--- src/design/bfs_pkg.sv ---
// Shared types, widths and helpers for the bending-force stencil block.
// Used by bfs_scale and bending_force_stencil_top; depends on nothing else.
`default_nettype none

package bfs_pkg;

  localparam int COORD_W  = 32;                    // Q16.16 coordinate and force width
  localparam int IDX_W    = 6;                     // width of the point_index result field
  localparam int NUM_AXES = 3;                     // axes carried by the payload structs
  localparam int DIFF_W   = 34;                    // exact second difference
  localparam int HALF_W   = 16;                    // rigidity is multiplied one half at a time
  localparam int PROD_W   = DIFF_W + HALF_W + 1;   // signed product of difference and half
  localparam int FRC_W    = PROD_W;                // width of one stencil term f
  localparam int ACC_W    = 54;                    // exact sum of a force and its stencil terms

  localparam int TRIPLET_REACH   = 2;              // a triplet spans its start and two more
  localparam int LOOP_MIN_POINTS = 4;              // ring closure needs this many points

  localparam int PADDR_W     = 3;
  localparam int REG_IDX_BIT = 2;
  localparam logic REG_RIGIDITY  = 1'b0;
  localparam logic REG_LOOP_MODE = 1'b1;

  localparam logic [COORD_W-1:0] SAT_MAX = 32'h7fff_ffff;
  localparam logic [COORD_W-1:0] SAT_MIN = 32'h8000_0000;

  typedef struct packed {
    logic signed [COORD_W-1:0] pos_x;
    logic signed [COORD_W-1:0] pos_y;
    logic signed [COORD_W-1:0] pos_z;
    logic signed [COORD_W-1:0] force_in_x;
    logic signed [COORD_W-1:0] force_in_y;
    logic signed [COORD_W-1:0] force_in_z;
    logic                      last_point;
  } in_t;

  typedef struct packed {
    logic signed [COORD_W-1:0] force_out_x;
    logic signed [COORD_W-1:0] force_out_y;
    logic signed [COORD_W-1:0] force_out_z;
    logic [IDX_W-1:0]          point_index;
    logic                      overflow;
    logic                      last_result;
  } out_t;

  // Step control for the shared scaling unit.
  typedef struct packed {
    logic capture_lo;   // register the product with the low half of the rigidity
    logic sel_hi;       // multiply by the high half and combine with the stored product
  } scl_ctrl_t;

  // Clamp an exact sum to the signed 32-bit range.
  function automatic logic signed [COORD_W-1:0] sat32(input logic signed [ACC_W-1:0] v);
    logic all_one;
    logic all_zero;
    all_one  = &v[ACC_W-1:COORD_W-1];
    all_zero = ~|v[ACC_W-1:COORD_W-1];
    if (all_one || all_zero) begin
      return v[COORD_W-1:0];
    end else if (v[ACC_W-1]) begin
      return SAT_MIN;
    end else begin
      return SAT_MAX;
    end
  endfunction

endpackage

`default_nettype wire

--- src/design/bfs_scale.sv ---
// Shared scaling unit: forms the second difference of three coordinates and
// multiplies it by the rigidity in two half-width steps. Depends on bfs_pkg.
`default_nettype none

module bfs_scale (
  input  wire                                     clk,
  input  wire bfs_pkg::scl_ctrl_t                 ctrl,
  input  wire signed [bfs_pkg::COORD_W-1:0]       xa,
  input  wire signed [bfs_pkg::COORD_W-1:0]       xb,
  input  wire signed [bfs_pkg::COORD_W-1:0]       xc,
  input  wire [bfs_pkg::COORD_W-1:0]              rigidity,
  output logic signed [bfs_pkg::FRC_W-1:0]        f
);

  localparam int EXT_W = bfs_pkg::DIFF_W - bfs_pkg::COORD_W;

  logic signed [bfs_pkg::DIFF_W-1:0] xa_e;
  logic signed [bfs_pkg::DIFF_W-1:0] xb_e;
  logic signed [bfs_pkg::DIFF_W-1:0] xc_e;
  logic signed [bfs_pkg::DIFF_W-1:0] diff;
  logic [bfs_pkg::HALF_W-1:0]        r_half;
  logic signed [bfs_pkg::PROD_W-1:0] prod;
  logic signed [bfs_pkg::PROD_W-1:0] prod_r;

  assign xa_e = {{EXT_W{xa[bfs_pkg::COORD_W-1]}}, xa};
  assign xb_e = {{EXT_W{xb[bfs_pkg::COORD_W-1]}}, xb};
  assign xc_e = {{EXT_W{xc[bfs_pkg::COORD_W-1]}}, xc};
  assign diff = xa_e - (xb_e <<< 1) + xc_e;

  assign r_half = ctrl.sel_hi ? rigidity[bfs_pkg::COORD_W-1:bfs_pkg::HALF_W]
                              : rigidity[bfs_pkg::HALF_W-1:0];
  assign prod   = diff * $signed({1'b0, r_half});

  always_ff @(posedge clk) begin
    if (ctrl.capture_lo) begin
      prod_r <= prod;
    end
  end

  // The high-half product is already a multiple of 2^16, so the floor of the
  // full product over 2^16 is that product plus the shifted low-half product.
  assign f = prod + (prod_r >>> bfs_pkg::HALF_W);

endmodule

`default_nettype wire

--- config.mk ---
export PLATFORM = sky130hd
export DESIGN_NAME = bfs_scale
export DESIGN_NICKNAME = d
export VERILOG_FILES = /design/src/design/bfs_pkg.sv /design/src/design/bfs_scale.sv
export SDC_FILE = /design/constraint.sdc
export NUM_CORES = 2
export LEC_CHECK = 0
export BUFFER_PORTS_ARGS = -buffer_cell sky130_fd_sc_hd__buf_2
export CAP_MARGIN = 0
export CELL_PAD_IN_SITES_DETAIL_PLACEMENT = 1
export CELL_PAD_IN_SITES_GLOBAL_PLACEMENT = 1
export CORE_MARGIN = 5
export CORE_UTILIZATION = 49
export CTS_BUF_LIST = sky130_fd_sc_hd__clkbuf_4
export DETAILED_ROUTE_END_ITERATION = 10
export PLACE_DENSITY = 0.9
export SLEW_MARGIN = 15
export SYNTH_ARGS = -nofsm -noshare
export SYNTH_HDL_FRONTEND = slang
export SYNTH_SLANG_ARGS = --single-unit
--- constraint.sdc ---
create_clock -name clk -period 18.4 [get_ports clk]
set_input_delay 2.76 -clock clk [delete_from_list [all_inputs] [get_ports clk]]
set_output_delay 2.76 -clock clk [all_outputs]
set_load 0.1 [all_outputs]
==> out/results.tsv <==
stage	metric	value	unit
critical_path	end_kind	output pin	
drt	detail-route-antenna-nets	0	
timing	slew_headroom	21.7	%
finish	nNetsFinal	4030	
timing	tns	0	ps
status	status	finished clean	
global_route	overflow	0	
timing	worst_pin_slew	1140	ps
drt	drc	0	
floorplan	start_util	49.6	%
timing	setup-violations-final	0	
logic_synthesis	syn_area_per_cell	8.50	sq um
logic_synthesis	synth_warnings	0	
critical_path	worstSetupStartpointType	primary input	
finish	multi_input_area	21400	sq um
clocking	cts_hold_buf	0	
finish	syn_to_final_growth	7.55	%
finish	largest_reg_flops	35	
logic_synthesis	synthesis.instances	3002	
logic_synthesis	synth_seq_cells	35	
critical_path	slowest_stage	a2111oi_0	
logic_synthesis	synth_cell_type_count	76	
critical_path	slowest_delay	630	ps
timing	post-route-min-period	17940	ps
placed_design	gp_congestion	0.935	
floorplan	rows	83	
timing	finalMaxSlewViolations	0	
finish	final_common_cell	inv_1	
critical_path	worstPathMaxFanout	11	
floorplan	dieHeight	238	um
clocking	cts-resized-gates	0	
finish	reg_top3	prod_r x35	
global_route	grt_use_total	29.6	%
flow_run	drv_cap	0	
clocking	cts_sinks	35	
floorplan	die_width	238	um
clocking	root_buffer	clkbuf_4	
logic_synthesis	ys_seq_area_share	4.12	%
clocking	clk_pin_slew	110	ps
critical_path	path_class	in -> out	
timing	rsz0062_at_grt	false	
finish	regMostFlops	prod_r	
floorplan	die_area	56800	sq um
timing	period_share	97.5	%
floorplan	io_pins	182	
drt	vias	21800	
finish	fillerInstances	6293	
critical_path	cp_num_buf_inv	8	
drt	avgViaCountPerCell	5.69	
clocking	htree_levels	2	
global_route	grt_pass1_vias	25600	
logic_synthesis	synthFlopType	edfxtp_1	
logic_synthesis	synth_edf_count	35	
drt	drt_wl_total	84600	um
drt	drt_iter0_drc	1325	
finish	layout_common_cells	749 x inv_1, 550 x fa_1, 348 x nand2_1	
clocking	clock_path_buffers	2	
clocking	cts_setup_buffers	0	
logic_synthesis	syn-num-nets	3888	
timing	fmax	55.7	MHz
critical_path	cpMostUsedCell	fa_1	
clocking	cts-buffers-inserted	5	
clocking	cts_tree	yes	
floorplan	core_area	51500	sq um
placed_design	portBuffers	181	
hold_path	hp-class	in -> reg	
critical_path	required	15640	ps
global_route	grt_pass1_wl	133000	um
finish	fin_area	27500	sq um
placed_design	post-dp-hpwl	74800	um
timing	hold_violations	0	
logic_synthesis	async_flop_share	0	%
global_route	grt_max_degree	36	
global_route	antenna_found_initial	3	
critical_path	cp.arrival	15180	ps
finish	drive_above_1_share	9.48	%
drt	wl_per_cell	22.1	um
finish	regArea	1050	sq um
logic_synthesis	synth_area	25500	sq um
critical_path	path_delay_family	compound AO/OA/AOI/OAI gates	
drt	dr.pass1.iters	5	
placed_design	placed_cell_area	27300	sq um
kinds of logic (layout without fill, tap and decap cells):
family                   count (synthesis)  in the layout  synth area share, %
adder cells (fa/ha/maj)                755            755                 53.2
other                                    0              1                    0
AND/OR/NAND/NOR                        791            791                 13.3
AO/OA/AOI/OAI                          406            406                 10.6
buffers and inverters                  839            982                 12.4
XOR/XNOR                               147            147                 5.20
multiplexers                            29             29                 1.21
flip-flops                              35             35                 4.12
metal layers:
| metal | wire length [um] | share of wire, % | global-route usage [%] |
|---|---|---|---|
| met4 | 6300 | 7.4 | 18.0 |
| met1 | 29100 | 34 | 31.9 |
| met3 | 4270 | 5.1 | 3.62 |
| met5 | 0 | 0 | 0 |
| met2 | 44900 | 53 | 55.1 |
Yosys cell counts, types with 8 or more instances:
| cell | instances | share of area, % |
|---|---|---|
| nor2_1 | 260 | 3.8 |
| or2_2 | 9 | 0.22 |
| and2_1 | 32 | 0.78 |
| and3_1 | 12 | 0.29 |
| clkbuf_1 | 83 | 1.2 |
| o211ai_1 | 8 | 0.24 |
| nand2b_1 | 29 | 0.71 |
| o21a_1 | 14 | 0.41 |
| inv_1 | 749 | 11 |
| o21bai_1 | 21 | 0.62 |
| nand3_1 | 26 | 0.51 |
| ha_1 | 205 | 10 |
| nand4_1 | 12 | 0.29 |
| edfxtp_1 | 35 | 4.1 |
| xor2_1 | 46 | 1.6 |
| a21oi_1 | 139 | 2.7 |
| mux2_2 | 15 | 0.66 |
| nand2_1 | 348 | 5.1 |
| a21o_1 | 77 | 2.3 |
| fa_1 | 550 | 43 |
| mux2i_1 | 14 | 0.55 |
| o21ai_0 | 54 | 1.1 |
| nor3_1 | 17 | 0.33 |
| or3_1 | 8 | 0.20 |
| xnor2_1 | 97 | 3.3 |
| a31oi_1 | 8 | 0.20 |
| nor2b_1 | 25 | 0.61 |
path summary, 6_finish.rpt:
check / cells after the start / slack, ps / endpoint / start
hold / removal: 1 / 3030 / prod_r[44] / ctrl[1]
setup / recovery: 46 / 460 / f[49] / xa[6]
area by class of cell:
class | instances | area share, %
flip-flops and latches | 35 | 3.83
clock buffers | 6 | 0.164
clock inverters | 2 | 0.219
inverters | 749 | 10.2
multi-input cells | 2128 | 77.9
well taps | 680 | 3.10
diodes | 1 | 0.00911
repair buffers | 225 | 4.50
stage by stage:
stage / cells / hold slack (ps) / utilization (%) / worst slack (ps)
2_1_floorplan: 3002 / 2870 / - / 1020
3_3_place_gp: 3817 / 3380 / 53.1 / 722
3_5_place_dp: 3817 / 3410 / 53.1 / 342
4_1_cts: 3825 / 3030 / 53.3 / 322
5_1_grt: 3825 / 3050 / 53.3 / 14.0
6_report: 3826 / 3030 / 53.3 / 460
Power is not shown: default switching activity piles up to over one toggle a cycle in this logic, so the estimate is an artifact.
